$ cat config.mk
export PLATFORM = sky130hd
export DESIGN_NAME = reflow_profile_pid_controller
export DESIGN_NICKNAME = d
export VERILOG_FILES = /design/src/hdl/rppc_pkg.sv /design/src/hdl/rppc_div.sv /design/src/hdl/rppc_ctrl.sv /design/src/hdl/rppc_dp.sv /design/src/hdl/reflow_profile_pid_controller.sv
export SDC_FILE = /design/constraint.sdc
export NUM_CORES = 2
export LEC_CHECK = 0
export BUFFER_PORTS_ARGS = -buffer_cell sky130_fd_sc_hd__buf_2
export CAP_MARGIN = 30
export CORE_ASPECT_RATIO = 0.75
export CORE_MARGIN = 10
export CORE_UTILIZATION = 65
export DETAILED_ROUTE_END_ITERATION = 12
export GPL_TIMING_DRIVEN = 0
export PLACE_DENSITY = 0.91
export SLEW_MARGIN = 5
export SYNTH_ARGS = -nofsm -noshare
export SYNTH_HDL_FRONTEND = slang
export SYNTH_SLANG_ARGS = --single-unit
$ cat constraint.sdc
create_clock -name clk -period 37.4 [get_ports clk]
set_clock_uncertainty 0.1 [all_clocks]
set_input_delay 7.48 -clock clk [delete_from_list [all_inputs] [get_ports clk]]
set_output_delay 7.48 -clock clk [all_outputs]
set_load 0.005 [all_outputs]
$ cat src/hdl/rppc_pkg.sv
package rppc_pkg;

  // Item kinds
  typedef enum logic [1:0] {
    KIND_LOAD  = 2'd0,
    KIND_START = 2'd1,
    KIND_TICK  = 2'd2,
    KIND_ABORT = 2'd3
  } kind_t;

  // Configuration register indexes
  localparam logic [1:0] REG_SPAN     = 2'd0;
  localparam logic [1:0] REG_GAIN_I   = 2'd1;
  localparam logic [1:0] REG_GAIN_D   = 2'd2;
  localparam logic [1:0] REG_SEG_CNT  = 2'd3;

  localparam int CFG_IDX_W = 8;

  typedef struct packed {
    logic [1:0]  kind;
    logic [4:0]  entry_index;
    logic [11:0] segment_duration;
    logic [11:0] segment_temp;
    logic [11:0] measured_temp;
  } in_item_t;

  typedef struct packed {
    logic [9:0]  control_value;
    logic [11:0] setpoint;
    logic [5:0]  segment_number;
    logic [15:0] run_second;
    logic        running;
    logic        finished;
  } out_item_t;

  // Controller to datapath commands
  typedef struct packed {
    logic load_item;   // capture input item
    logic do_load;     // write profile slot
    logic do_start;    // reset run state
    logic do_tick;     // bump second counter
    logic do_advance;  // segment advance check (uses read data)
    logic rd_next;     // issue profile read for next segment
    logic interp_go;   // start interpolation divide
    logic ctrl_go;     // control law first step
    logic pid_go;      // start PID divide
    logic pid_fin;     // commit PID result
    logic do_end;      // end run
    logic do_abort;
    logic out_load;    // build result
  } cmd_t;

  // Datapath to controller status
  typedef struct packed {
    logic [1:0] kind;
    logic       run_active;
    logic       adv;        // advance taken
    logic       exhausted;  // profile over
    logic       need_div;   // interpolation divide required
    logic       pid_path;   // PID divide required
    logic       div_busy;
  } stat_t;

endpackage

$ cat src/hdl/rppc_div.sv
module rppc_div #(
  parameter int NW = 48,
  parameter int DW = 16
) (
  input  logic          clk,
  input  logic          rst_n,
  input  logic          start,
  input  logic [NW-1:0] num,   // magnitude
  input  logic [DW-1:0] den,
  output logic          busy,
  output logic [NW-1:0] quo
);
  localparam int CW = $clog2(NW + 1);

  logic [NW-1:0] q_r, q_nxt;
  logic [DW:0]   rem_r, rem_nxt;
  logic [DW-1:0] den_r;
  logic [CW-1:0] cnt_r, cnt_nxt;
  logic          busy_r, busy_nxt;
  logic [DW:0]   trial;

  // One quotient bit per cycle, restoring
  always_comb begin
    q_nxt    = q_r;
    rem_nxt  = rem_r;
    cnt_nxt  = cnt_r;
    busy_nxt = busy_r;
    trial    = {rem_r[DW-1:0], q_r[NW-1]};
    if (start) begin
      q_nxt    = num;
      rem_nxt  = '0;
      cnt_nxt  = CW'(NW);
      busy_nxt = 1'b1;
    end else if (busy_r) begin
      if (trial >= {1'b0, den_r}) begin
        rem_nxt = trial - {1'b0, den_r};
        q_nxt   = {q_r[NW-2:0], 1'b1};
      end else begin
        rem_nxt = trial;
        q_nxt   = {q_r[NW-2:0], 1'b0};
      end
      cnt_nxt = cnt_r - CW'(1);
      if (cnt_r == CW'(1)) busy_nxt = 1'b0;
    end
  end

  always_ff @(posedge clk) begin
    if (!rst_n) begin
      busy_r <= 1'b0;
      cnt_r  <= '0;
    end else begin
      busy_r <= busy_nxt;
      cnt_r  <= cnt_nxt;
    end
    q_r   <= q_nxt;
    rem_r <= rem_nxt;
    if (start) den_r <= den;
  end

  assign busy = busy_r;
  assign quo  = q_r;
endmodule

$ cat src/hdl/rppc_ctrl.sv
module rppc_ctrl (
  input  logic           clk,
  input  logic           rst_n,
  input  logic           in_valid,
  output logic           in_ready,
  output logic           out_valid,
  input  logic           out_ready,
  input  rppc_pkg::stat_t st,
  output rppc_pkg::cmd_t  cmd
);
  import rppc_pkg::*;

  typedef enum logic [10:0] {
    S_IDLE  = 11'b00000000001,
    S_DEC   = 11'b00000000010,
    S_RD    = 11'b00000000100,
    S_ADV   = 11'b00000001000,
    S_IDIV  = 11'b00000010000,
    S_CTRL  = 11'b00000100000,
    S_PDIV  = 11'b00001000000,
    S_PFIN  = 11'b00010000000,
    S_OUT   = 11'b00100000000,
    S_WAIT  = 11'b01000000000,
    S_ISET  = 11'b10000000000
  } state_t;

  state_t state_r, state_nxt;
  logic   out_valid_r, out_valid_nxt;

  always_comb begin
    state_nxt     = state_r;
    out_valid_nxt = out_valid_r;
    cmd           = '0;
    if (out_valid_r && out_ready) out_valid_nxt = 1'b0;
    case (state_r)
      S_IDLE: begin
        if (in_valid) begin
          cmd.load_item = 1'b1;
          state_nxt     = S_DEC;
        end
      end
      S_DEC: begin
        case (st.kind)
          KIND_LOAD: begin
            cmd.do_load = 1'b1;
            state_nxt   = S_OUT;
          end
          KIND_START: begin
            cmd.do_start = 1'b1;
            cmd.rd_next  = 1'b1;
            state_nxt    = S_RD;
          end
          KIND_TICK: begin
            if (st.run_active) begin
              cmd.do_tick = 1'b1;
              cmd.rd_next = 1'b1;
              state_nxt   = S_RD;
            end else begin
              state_nxt = S_OUT;
            end
          end
          default: begin
            cmd.do_abort = 1'b1;
            state_nxt    = S_OUT;
          end
        endcase
      end
      // read data lands this cycle
      S_RD: state_nxt = S_ADV;
      S_ADV: begin
        cmd.do_advance = 1'b1;
        state_nxt      = S_ISET;
      end
      S_ISET: begin
        if (st.exhausted) begin
          cmd.do_end = 1'b1;
          state_nxt  = S_OUT;
        end else if (st.need_div) begin
          cmd.interp_go = 1'b1;
          state_nxt     = S_IDIV;
        end else begin
          state_nxt = S_CTRL;
        end
      end
      S_IDIV: if (!st.div_busy) state_nxt = S_CTRL;
      S_CTRL: begin
        cmd.ctrl_go = 1'b1;
        state_nxt   = st.pid_path ? S_PDIV : S_OUT;
        cmd.pid_go  = st.pid_path;
      end
      S_PDIV: if (!st.div_busy) state_nxt = S_PFIN;
      S_PFIN: begin
        cmd.pid_fin = 1'b1;
        state_nxt   = S_OUT;
      end
      S_OUT: begin
        if (!out_valid_r || out_ready) begin
          cmd.out_load  = 1'b1;
          out_valid_nxt = 1'b1;
          state_nxt     = S_IDLE;
        end
      end
      default: state_nxt = S_IDLE;
    endcase
  end

  always_ff @(posedge clk) begin
    if (!rst_n) begin
      state_r     <= S_IDLE;
      out_valid_r <= 1'b0;
    end else begin
      state_r     <= state_nxt;
      out_valid_r <= out_valid_nxt;
    end
  end

  assign in_ready  = (state_r == S_IDLE);
  assign out_valid = out_valid_r;

`ifndef SYNTHESIS
  // A result is only built when the output register is free or draining
  a_out_free: assert property (@(posedge clk) disable iff (!rst_n)
    cmd.out_load |-> (!out_valid_r || out_ready))
    else $error("result overwrites pending item");
  // Divider is never started while busy
  a_div_start: assert property (@(posedge clk) disable iff (!rst_n)
    (cmd.interp_go || cmd.pid_go) |-> !st.div_busy)
    else $error("divider restarted while busy");
  // After accepting an item, input stays blocked next cycle
  a_one_item: assert property (@(posedge clk) disable iff (!rst_n)
    (in_valid && in_ready) |=> !in_ready)
    else $error("second item taken while busy");
`endif
endmodule

$ cat src/hdl/rppc_dp.sv
module rppc_dp #(
  parameter int MAX_SEGMENTS = 32,
  parameter int MAX_POWER    = 1023,
  parameter int MIN_TEMP     = 200
) (
  input  logic                 clk,
  input  logic                 rst_n,
  input  rppc_pkg::in_item_t   in_data,
  input  logic                 cfg_we,
  input  logic [rppc_pkg::CFG_IDX_W-1:0] cfg_idx,
  input  logic [31:0]          cfg_wd,
  input  rppc_pkg::cmd_t       cmd,
  output rppc_pkg::stat_t      st,
  output rppc_pkg::out_item_t  out_data
);
  import rppc_pkg::*;

  localparam int AW = (MAX_SEGMENTS > 1) ? $clog2(MAX_SEGMENTS) : 1;
  localparam int PW = $clog2(MAX_POWER + 1);
  localparam int SW = 9; // segment index incl. sign, up to 255
  localparam logic [11:0] MIN_T = 12'(MIN_TEMP);
  localparam int NW = 48;

  // Configuration
  logic [11:0] span_r, gi_r, gd_r;
  logic [5:0]  segcnt_r;
  always_ff @(posedge clk) begin
    if (!rst_n) begin
      span_r   <= 12'd100;
      gi_r     <= '0;
      gd_r     <= '0;
      segcnt_r <= '0;
    end else if (cfg_we && cfg_idx[CFG_IDX_W-1:2] == '0) begin
      case (cfg_idx[1:0])
        REG_SPAN:   span_r   <= cfg_wd[11:0];
        REG_GAIN_I: gi_r     <= cfg_wd[11:0];
        REG_GAIN_D: gd_r     <= cfg_wd[11:0];
        REG_SEG_CNT: segcnt_r <= cfg_wd[5:0];
        default: ;
      endcase
    end
  end

  // Item capture
  in_item_t it_r;
  always_ff @(posedge clk) if (cmd.load_item) it_r <= in_data;

  // Profile memory
  logic [23:0] mem [MAX_SEGMENTS];
  logic [23:0] rd_r;
  logic [SW-1:0] seg_r;
  logic [SW-1:0] seg_inc;
  assign seg_inc = seg_r + SW'(1);
  logic [AW-1:0] rd_addr;
  assign rd_addr = (cmd.do_start) ? '0 : seg_inc[AW-1:0];
  always_ff @(posedge clk) begin
    if (cmd.do_load && (9'(it_r.entry_index) < 9'(MAX_SEGMENTS)))
      mem[AW'(it_r.entry_index)] <= {it_r.segment_duration, it_r.segment_temp};
    if (cmd.rd_next) rd_r <= mem[rd_addr];
  end

  // Run state
  logic        act_r, fin_r, heat_r, reach_r;
  logic [15:0] sec_r, sst_r, send_r;
  logic [11:0] stt_r, ft_r, slen_r, sp_r;
  logic [31:0] integ_r;
  logic [12:0] perr_r;
  logic [PW-1:0] pw_r;
  logic        adv_r, exh_r, need_r, neg_r;
  logic signed [47:0] t_r;
  logic        sp_from_div_r;

  logic [11:0] meas;
  assign meas = it_r.measured_temp;

  // Advance decision
  logic [8:0] cnt_eff;
  assign cnt_eff = ({3'b0, segcnt_r} > 9'(MAX_SEGMENTS)) ? 9'(MAX_SEGMENTS)
                                                          : {3'b0, segcnt_r};
  logic reach_now, take;
  assign reach_now = reach_r ? 1'b1 : (heat_r ? (meas >= ft_r) : (meas <= ft_r));
  assign take = reach_now && (sec_r >= send_r);

  // End second of a newly taken segment; wraps like the second counter
  logic [15:0] new_send;
  logic        new_hold;
  assign new_send = sec_r + {4'b0, rd_r[23:12]};
  assign new_hold = (sec_r >= new_send) || (rd_r[23:12] == '0);

  // Interpolation: (ft-st)*el, sign-magnitude divide by slen
  logic signed [12:0] diff_w;
  logic [15:0] el_w;
  logic [12:0] dmag;
  logic [28:0] prod_w;
  assign diff_w = $signed({1'b0, ft_r}) - $signed({1'b0, stt_r});
  assign el_w   = sec_r - sst_r;
  assign dmag   = diff_w[12] ? 13'(-diff_w) : diff_w;
  assign prod_w = dmag * el_w;

  // Shared divider signals
  logic          dv_start;
  logic [NW-1:0] dv_num, dv_q;
  logic [15:0]   dv_den;
  logic          dv_busy;

  // interpolation result
  logic signed [14:0] iv;
  assign iv = neg_r ? ($signed({3'b0, stt_r}) - $signed({1'b0, dv_q[13:0]}))
                    : ($signed({3'b0, stt_r}) + $signed({1'b0, dv_q[13:0]}));
  logic [11:0] iv_sat;
  assign iv_sat = (iv < 0) ? 12'd0 : ((iv > 15'sd4095) ? 12'd4095 : iv[11:0]);

  // Setpoint for the control step: divide result while still pending
  logic [11:0] sp_eff;
  assign sp_eff = sp_from_div_r ? iv_sat : sp_r;

  // PID terms
  logic signed [13:0] er_w;
  assign er_w = $signed({2'b0, sp_eff}) - $signed({2'b0, meas});
  logic [11:0] er_u;
  assign er_u = er_w[11:0];
  logic signed [47:0] t_w;
  logic [43:0] ig_prod;
  logic signed [26:0] d_prod;
  logic [27:0] p_prod;
  assign p_prod  = 28'(er_u) * 28'(MAX_POWER);
  assign ig_prod = integ_r * gi_r;
  assign d_prod  = ($signed({2'b0, er_u}) - $signed(perr_r)) * $signed({1'b0, gd_r});
  assign t_w = 48'(p_prod) + 48'(ig_prod) + 48'(d_prod);

  // Shared divider
  assign dv_start = cmd.interp_go | cmd.pid_go;
  assign dv_num = cmd.pid_go ? NW'(t_w[47] ? -t_w : t_w) : NW'(prod_w);
  assign dv_den = cmd.pid_go ? {4'b0, span_r} : {4'b0, slen_r};
  rppc_div #(.NW(NW), .DW(16)) u_div (
    .clk(clk), .rst_n(rst_n), .start(dv_start), .num(dv_num), .den(dv_den),
    .busy(dv_busy), .quo(dv_q)
  );

  logic [32:0] isum;
  assign isum = {1'b0, integ_r} + {21'b0, er_u};

  always_ff @(posedge clk) begin
    if (!rst_n) begin
      act_r   <= 1'b0; fin_r <= 1'b0; sec_r <= '0; seg_r <= '1;
      stt_r   <= '0;   ft_r  <= MIN_T; sst_r <= '0; send_r <= '0;
      slen_r  <= '0;   heat_r <= 1'b1; reach_r <= 1'b1; integ_r <= '0;
      perr_r  <= '0;   pw_r <= '0; sp_r <= '0; sp_from_div_r <= 1'b0;
      exh_r <= 1'b0; need_r <= 1'b0; neg_r <= 1'b0; adv_r <= 1'b0;
    end else begin
      if (cmd.load_item) fin_r <= 1'b0;
      if (cmd.do_start) begin
        sec_r <= '0; send_r <= '0; seg_r <= '1; heat_r <= 1'b1;
        ft_r <= MIN_T; perr_r <= '0; integ_r <= '0; reach_r <= 1'b1; act_r <= 1'b1;
      end
      if (cmd.do_tick) sec_r <= sec_r + 16'd1;
      if (cmd.do_abort && act_r) begin
        act_r <= 1'b0; pw_r <= '0; sp_r <= '0; fin_r <= 1'b1;
      end
      // segment advance
      if (cmd.do_advance) begin
        adv_r <= take;
        sp_from_div_r <= 1'b0;
        reach_r <= reach_now;
        exh_r <= 1'b0;
        if (take) begin
          seg_r <= seg_inc;
          if ($signed(seg_inc) >= $signed({1'b0, cnt_eff[7:0]})) begin
            exh_r <= 1'b1;
          end else begin
            stt_r  <= ft_r;
            ft_r   <= rd_r[11:0];
            sst_r  <= sec_r;
            slen_r <= rd_r[23:12];
            send_r <= new_send;
            heat_r <= rd_r[11:0] > meas;
            reach_r <= 1'b0;
            // no time elapsed yet: the ramp starts at the old target, or at the new one if it holds
            need_r <= 1'b0;
            sp_r   <= new_hold ? rd_r[11:0] : ft_r;
          end
        end else begin
          need_r <= !((sec_r >= send_r) || (slen_r == '0));
          if ((sec_r >= send_r) || (slen_r == '0)) sp_r <= ft_r;
        end
      end
      if (cmd.interp_go) begin
        neg_r <= diff_w[12];
        sp_from_div_r <= 1'b1;
      end
      if (cmd.do_end) begin
        act_r <= 1'b0; pw_r <= '0; sp_r <= '0; fin_r <= 1'b1;
      end
      // control law
      if (cmd.ctrl_go) begin
        if (sp_from_div_r) begin
          sp_r <= iv_sat;
          sp_from_div_r <= 1'b0;
        end
        if (er_w < 0) begin
          perr_r <= '0; pw_r <= '0;
        end else if (er_w >= $signed({2'b0, span_r})) begin
          integ_r <= '0;
          perr_r  <= er_w[12:0];
          if (er_w > 0) pw_r <= PW'(MAX_POWER);
        end else begin
          t_r <= t_w;
        end
      end
      if (cmd.pid_fin) begin
        if (t_r[47]) pw_r <= '0;
        else if (dv_q > NW'(MAX_POWER)) pw_r <= PW'(MAX_POWER);
        else pw_r <= dv_q[PW-1:0];
        integ_r <= isum[32] ? 32'hFFFF_FFFF : isum[31:0];
        perr_r  <= er_w[12:0];
      end
    end
  end

  assign st.kind       = it_r.kind;
  assign st.run_active = act_r;
  assign st.adv        = adv_r;
  assign st.exhausted  = exh_r;
  assign st.need_div   = need_r;
  assign st.pid_path   = (er_w >= 0) && (er_w < $signed({2'b0, span_r}));
  assign st.div_busy   = dv_busy;

  // Result register
  always_ff @(posedge clk) begin
    if (cmd.out_load) begin
      out_data.control_value  <= act_r ? 10'(pw_r) : '0;
      out_data.setpoint       <= act_r ? sp_r : '0;
      out_data.segment_number <= seg_r[SW-1] ? 6'd0 : seg_r[5:0];
      out_data.run_second     <= sec_r;
      out_data.running        <= act_r;
      out_data.finished       <= fin_r;
    end
  end
endmodule

$ cat src/hdl/reflow_profile_pid_controller.sv
// Flow: each accepted item is decoded; load, abort and idle tick go straight to the result,
// while start and tick read the profile, check the segment advance and may run up to two
// 48-bit one-bit-per-cycle divides (interpolation, then the PID term with its commit).
// Throughput: one item at a time; the input is free in the cycle after the result is built,
// and building waits while the previous result is still held by the receiver.
// Reset: synchronous, active low; run state and configuration registers go to their reset
// values, the profile memory keeps its contents and is undefined until loaded.
module reflow_profile_pid_controller #(
  parameter int MAX_SEGMENTS = 32,
  parameter int MAX_POWER    = 1023,
  parameter int MIN_TEMP     = 200
) (
  input  logic                     clk,
  input  logic                     rst_n,
  input  logic                     in_valid,
  output logic                     in_ready,
  input  rppc_pkg::in_item_t       in_data,
  output logic                     out_valid,
  input  logic                     out_ready,
  output rppc_pkg::out_item_t      out_data,
  input  logic                     cfg_valid,
  output logic                     cfg_ready,
  input  logic [rppc_pkg::CFG_IDX_W-1:0] cfg_index,
  input  logic [31:0]              cfg_data
);
  import rppc_pkg::*;

  cmd_t  cmd;
  stat_t st;

  assign cfg_ready = 1'b1;

  rppc_ctrl u_ctrl (
    .clk(clk), .rst_n(rst_n), .in_valid(in_valid), .in_ready(in_ready),
    .out_valid(out_valid), .out_ready(out_ready), .st(st), .cmd(cmd)
  );

  rppc_dp #(.MAX_SEGMENTS(MAX_SEGMENTS), .MAX_POWER(MAX_POWER), .MIN_TEMP(MIN_TEMP)) u_dp (
    .clk(clk), .rst_n(rst_n), .in_data(in_data),
    .cfg_we(cfg_valid), .cfg_idx(cfg_index), .cfg_wd(cfg_data),
    .cmd(cmd), .st(st), .out_data(out_data)
  );
endmodule

Word level (Yosys, flattened, before mapping). Memories as Yosys holds them, arrays and structs flattened. A register that Yosys moved wholly into a read port is not among the register bits. Index checks and enable logic that the tools add are counted.

$add $sub $neg: 16. Multiply operators: 4. Multiplexer cells: 118. Reduce and logical (&&, ||, !) cells: 30. Shift operators: 0. Bitwise operators: 5. Equal/unequal tests: 21. Order comparisons: 16. Div/mod/pow operators: 0.

Operators by type and width (number): $mux 12 (17); $mux 32 (6); $mux 48 (4); $mux 16 (7); $pmux 11 s10 (1); $mux 10 (9); $mux 13 (6); $mux 9 (6); $add 48x48->48 (1); $gt 48x10->1 const B (1); $mux 1 (48); $neg 48->48 (1); $add 22x44->45 (1); $mul 32x12->44 (1); $mux 11 (4); $add 32x12->33 (1); $ge 16x16->1 (2); $sub 16x16->16 (2); $mul 13x16->29 (1); $mul 27x13->27 (1); $sub 12x12->13 (2); $logic_not 12->1 (2); $mux 6 (4); $mul 12x10->22 const B (1); 56 further kinds (81).

Memory bits (read-only): 0. Latch bits: 0. Input port bits: 88. Output and inout bits: 49. Register bits after elaboration: 446. Bits in writable memories: 768. Logic and storage cells: 254. Memories: 1.

Memories: u_dp.mem (words 32, width 24, read ports 1, clocked after memory_dff 1, write ports 1, line rppc_dp.sv:49) `logic [23:0] mem [MAX_SEGMENTS];`.

Longest topological paths before layout.
Depth in word-level cells: 14. Depth in mapped cells: 76. Gate-level depth less buffers: 74.

By module. A second synthesis with hierarchy kept.

Cells, all modules: 8684. Area total of the unflattened synthesis: 88317.2 um^2.

Modules (own cells, without submodules): rppc_dp (instances 1, sequential area each 30709.5 um^2, area an instance 83069.7 um^2, cells each 8231); rppc_div (instances 1, sequential area each 2382.3 um^2, area an instance 4384.2 um^2, cells each 351); rppc_ctrl (instances 1, sequential area each 220.2 um^2, area an instance 852.1 um^2, cells each 100); reflow_profile_pid_controller (instances 1, sequential area each 0.0 um^2, area an instance 11.3 um^2, cells each 2).

Worst setup path after synthesis. Ideal clock, no wire load.

Path kind: register to register. Start: register u_dp.u_div.q_r[0] (netlist: u_dp.u_div.quo[0]). End: register u_dp.u_div.q_r[43] (netlist: u_dp.u_div.quo[43]) (data pin). Period minus slack after synthesis: 15103 ps. Required time: 37044 ps. Path buffers: 5. Data arrival time: 14747 ps. Library setup time: 256 ps. Path slack: 22297 ps. Stages on the path, launching flop included: 70. Cell sequence: edfxtp_1 inv_1 ha_1 mux2_2 fa_1 nor2b_1 o21ai_0 a21boi_0 o21ai_0 a21boi_0 o21ai_0 a21boi_0 o21ai_0 a21o_1 a21oi_1 nand2_1 xnor2_1 nand2_1 [... 34 more ...] nor3_1 nor2_1 buf_2 inv_2 buf_2 ha_1 a21oi_1 inv_1 o311ai_4 nor2_1 o31ai_1 xnor2_1 o21ai_0 nand4b_4 nor4_2 a31oi_1 xnor2_1 a22o_1.

Word-level cells in the longest chain between the ends: 14. Elaborated cells between the ends (all ways): 23. Classes of those cells: add/sub: 7; mul: 2; order compare: 4; mux: 8; bitwise: 1; reduce/logical: 1.

Ends and longest elaborated chain: start, declared (line rppc_div.sv:15) `logic [NW-1:0] q_r, q_nxt;`; start signal, assigned (line rppc_div.sv:55) `q_r <= q_nxt;`; $add 12x14->15 / $sub 12x14->15 (equally long branches) (line rppc_dp.sv:109, rppc_dp.sv:108); $mux 15 * (line rppc_dp.sv:108) `assign iv = neg_r ? ($signed({3'b0, stt_r}) - $signed({1'b0, dv_q[13:0]}))`; $gt 15x13->1 (line rppc_dp.sv:111) `assign iv_sat = (iv < 0) ? 12'd0 : ((iv > 15'sd4095) ? 12'd4095 : iv[11:0]);`; $mux 12 (line rppc_dp.sv:111); $mux 12 * (line rppc_dp.sv:111); $mux 12 * (line rppc_dp.sv:115) `assign sp_eff = sp_from_div_r ? iv_sat : sp_r;`; $sub 12x12->13 * (line rppc_dp.sv:119) `assign er_w = $signed({2'b0, sp_eff}) - $signed({2'b0, meas});`; $sub 13x13->14 / $mul 12x10->22 (equally long branches) (line rppc_dp.sv:128, rppc_dp.sv:126); $mul 27x13->27 / $add 22x44->45 (equally long branches) (line rppc_dp.sv:128, rppc_dp.sv:129); $add 48x48->48 (line rppc_dp.sv:129) `assign t_w = 48'(p_prod) + 48'(ig_prod) + 48'(d_prod);`; $neg 48->48 (line rppc_dp.sv:133) `assign dv_num = cmd.pid_go ? NW'(t_w[47] ? -t_w : t_w) : NW'(prod_w);`; $mux 48 (2 in a row) (line rppc_dp.sv:133); $mux 48 * (line rppc_div.sv:29) `if (start) begin`; via u_dp.u_div.q_nxt[43] (line rppc_div.sv:15).

Mark *: on every way through the listed nets, which the timed path passes. The rest lies on a longest branch. A chain may end at the register's enable or synchronous reset.

Final worst setup path.
Start: register u_dp.u_div.q_r[0] (netlist: u_dp.u_div.quo[0]). End: register u_dp.u_div.q_r[44] (netlist: u_dp.u_div.quo[44]) (data pin).

Same word-level chain as after synthesis.

==> key figures <==
Global route
  – Vias in the first global route: 67,100
  – First-pass GRT wire length: 414,000 um
  – GRT overflow: 0
  – Largest net degree at the start of global routing: 34
  – GRT Util Overall: 36.9%
  – Initial antenna violation count: 12

Yosys
  – Synth Area in Compound Gates: 11.1%
  – Avg Cell Area, Syn: 10.7 sq um
  – Synth unique cells: 116
  – Ys async rst share: 0%
  – Mux contribution to synthesized area: 4.28%
  – Post-Synthesis Cells: 8,071
  – Warnings from Yosys: 0
  – Number of synthesized flops with an enable pin: 942
  – Largest family of logic cells by synthesized area: adder cells
  – Top_reg_cell synth: edfxtp_1
  – Synth Area in Simple Gates: 12.7%
  – Sequential fraction of the synthesis area: 38.5%
  – Yosys reg bits: 1,186
  – Mapped Nets: 9,421
  – Post-Synth Adder-Cell Area: 24.6%
  – Cell Area, Synth: 86,300 sq um
  – XOR/XNOR Fraction of Synth Area: 2.89%

Placed design
  – PortBufs: 114
  – Placer congestion estimate: 1.05
  – Pre-CTS setup slack: 18.83 ns
  – Post-Place Cell Area: 90,400 sq um
  – Final HPWL DP: 208,000 um
  – Post-Place Cells: 10,000

Routing
  – Drt first pass iters: 11
  – Post-DR wirelength/cell: 27.2 um
  – Iter 0 DRT Violations: 10,100
  – Routed WL: 279,000 um
  – Drt drc: 0
  – Detail Route Antenna Nets: 0
  – Via total after detailed routing: 68,100
  – DR vias/cell: 6.66

Worst hold path
  – Min-delay src: u_dp.perr_r[3]
  – Worst hold endpoint: u_dp.perr_r[3]
  – Min-delay worst type: reg2reg
  – Hold path cells: 2

Clocking
  – Postcts setup bufs: 0
  – Clock transition at path regs: 0.07 ns
  – CTS max path bufs: 3
  – Post-CTS Resized: 0
  – TritonCTS Buffers: 108
  – CTS root buf: clkbuf_16
  – Worst skew pair latency: 0.81 ns
  – Clock sink count: 1,186
  – Hold_buf cts: 0
  – H-tree level count: 3
  – CTS tree: built

STA
  – Max_slew headroom: 15.6%
  – Final worst-path cycle share: 51.3%
  – Worst Slack Setup Final: 18.23 ns
  – Tmin final: 19.17 ns
  – Endpoints failing hold: 0
  – Post-route setup TNS: 0 ns
  – Final Setup Violations: 0
  – Final Max Slew Viols: 0
  – Slew @ Worst Pin: 1.26 ns
  – RSZ-0062 raised after global routing: false
  – FMAX: 52.2 MHz

Critical path
  – Crit path from: u_dp.u_div.quo[0]
  – Biggest cell delay along the critical path: 0.77 ns
  – Worst r2r src: u_dp.u_div.quo[0]
  – Critical path buffer and inverter count: 9
  – Worst setup SP type: register
  – Most frequent CP cell: fa_1
  – Nature of the critical path endpoint: register
  – WP data arrival: 19.52 ns
  – Reg2reg end: u_dp.u_div.quo[44]
  – Slowest-stage cell, CP: xor2_1
  – Critical Path RT: 37.75 ns
  – Setup slack, reg-to-reg: 18.23 ns
  – CP Class: reg2reg
  – Crit-path max FO: 10
  – CP delay by family, top: compound AO/OA/AOI/OAI gates
  – Worst reg2reg path depth: 65

Floorplanning
  – # IOs: 137
  – Die Wd: 441 um
  – Die height: 335 um
  – Die Area: 148,000 sq um
  – Core area: 132,000 sq um
  – Effective utilization at floorplan: 65.6%
  – Row cnt: 115

Power
  – Leak Pwr: 37.1 nW
  – PwrDens: 70.2 nW/um^2
  – Maximum vdd drop: 288 uV

Cells and area
  – Fillers: 8,720
  – # nets final: 9,738
  – Ratio of cells with drive above 1 in the final layout: 8.26%
  – Most frequent cells in the layout: 967 x inv_1, 942 x edfxtp_1, 831 x nand2_1, 718 x fa_1, 544 x ha_1
  – Cell area after layout: 94,300 sq um
  – Layout area overhead: 9.31%
  – Non-filler cells in the finished layout: 10,200
  – Commonest non-fill, non-tap cell in the layout: inv_1

Flow run
  – Max Cap Violations: 0

Status
  – Status: completed
## through the flow
step	power, mW	hold slack [ns]	util (%)
CTS	6.40	0.353	71.5
finish	6.62	0.352	71.7
detailed placement	5.26	0.346	68.7
global route	6.87	0.373	71.7
global placement	5.16	0.342	67.7
floorplan	3.99	0.309	-
## cell type report
type	count	area [sq um]	share of cell area [%]
Buffer	388	1500	1.59
Inverter	972	3650	3.87
Clock inverter	62	716	0.759
Clock buffer	136	2870	3.04
Tap cell	1755	2200	2.33
Multi-Input combinational cell	5525	48100	51.1
Sequential cell	1186	33200	35.2
Timing Repair Buffer	207	2040	2.16
Antenna cell	4	10.0	0.0106
## synth_stat cells (34+ instances only)
cell type  count  area, sq um
and3_1        36          225
xor2_1        93          815
nand2_1      831         3120
nor2_1       433         1630
nor4_1        38          238
ha_1         544         6810
o21bai_1      41          308
o21ai_0      200         1000
or2_2        114          713
nand2b_1      66          413
a211oi_1     303         2270
fa_1         718        14400
inv_1        967         3630
and2_1       235         1470
clkbuf_1     358         1340
xnor2_1      182         1590
a21o_1       112          841
nor3_1        75          375
dfxtp_1      244         4880
edfxtp_1     942        28300
nor2b_1      185         1160
or3_1         36          225
a31oi_1       41          257
o21a_1        34          255
mux4_2        96         2160
mux2i_1      147         1470
nand3_1       95          475
a21oi_1      483         2420
## tightest hold or removal path, stage by stage, from the launching register on
cell and delay (ns):
dfxtp_1 0.31, nand2_1 0.05, a21oi_1 0.05
## flip-flops by register name, indices dropped and copies added, names as in the netlist, 13 cells and up
name / cells
u_dp.out_data: 46
u_dp.mem: 768
u_dp.integ_r: 32
u_dp.sst_r: 16
u_dp.rd_r: 24
u_dp.it_r: 29
u_dp.u_div.quo: 48
u_dp.u_div.rem_r: 16
u_dp.perr_r: 13
u_dp.send_r: 16
u_dp.sec_r: 16
## layer usage
layer | wire length (um) | track usage (%) | vias to the layer above
li1 | - | - | 28300
met1 | 100000 | 48.7 | 33100
met2 | 119000 | 54.4 | 5539
met3 | 41600 | 12.7 | 1201
met4 | 17400 | 18.2 | 22
met5 | 292 | 1.51 | -
## worst max path at each step
stage	slack, ns	cells past startpoint	end
final	18.23	65	u_dp.u_div.quo[44]
after global routing	17.08	71	u_dp.u_div.quo[44]
after CTS	18.75	71	u_dp.u_div.quo[44]
after detailed placement	18.83	71	u_dp.u_div.quo[7]
after global placement	17.98	66	u_dp.u_div.quo[44]
after floorplan	22.30	69	u_dp.u_div.quo[43]
## where the power goes
part | switching, mW | internal (mW)
Sequential | 0.0185 | 1.43
Clock | 0.549 | 0.614
Combinational | 2.76 | 1.25
## cells by family (layout without fill, tap and decap cells)
kind of cell | after synthesis | count (layout)
compound gates | 1478 | 1478
xor+xnor | 280 | 280
fa+ha+maj | 1262 | 1262
buf+inv | 1360 | 1765
flops | 1186 | 1186
mux | 248 | 248
other cells | 1 | 5
simple gates | 2256 | 2256
Power figures use the tool's default switching activity.
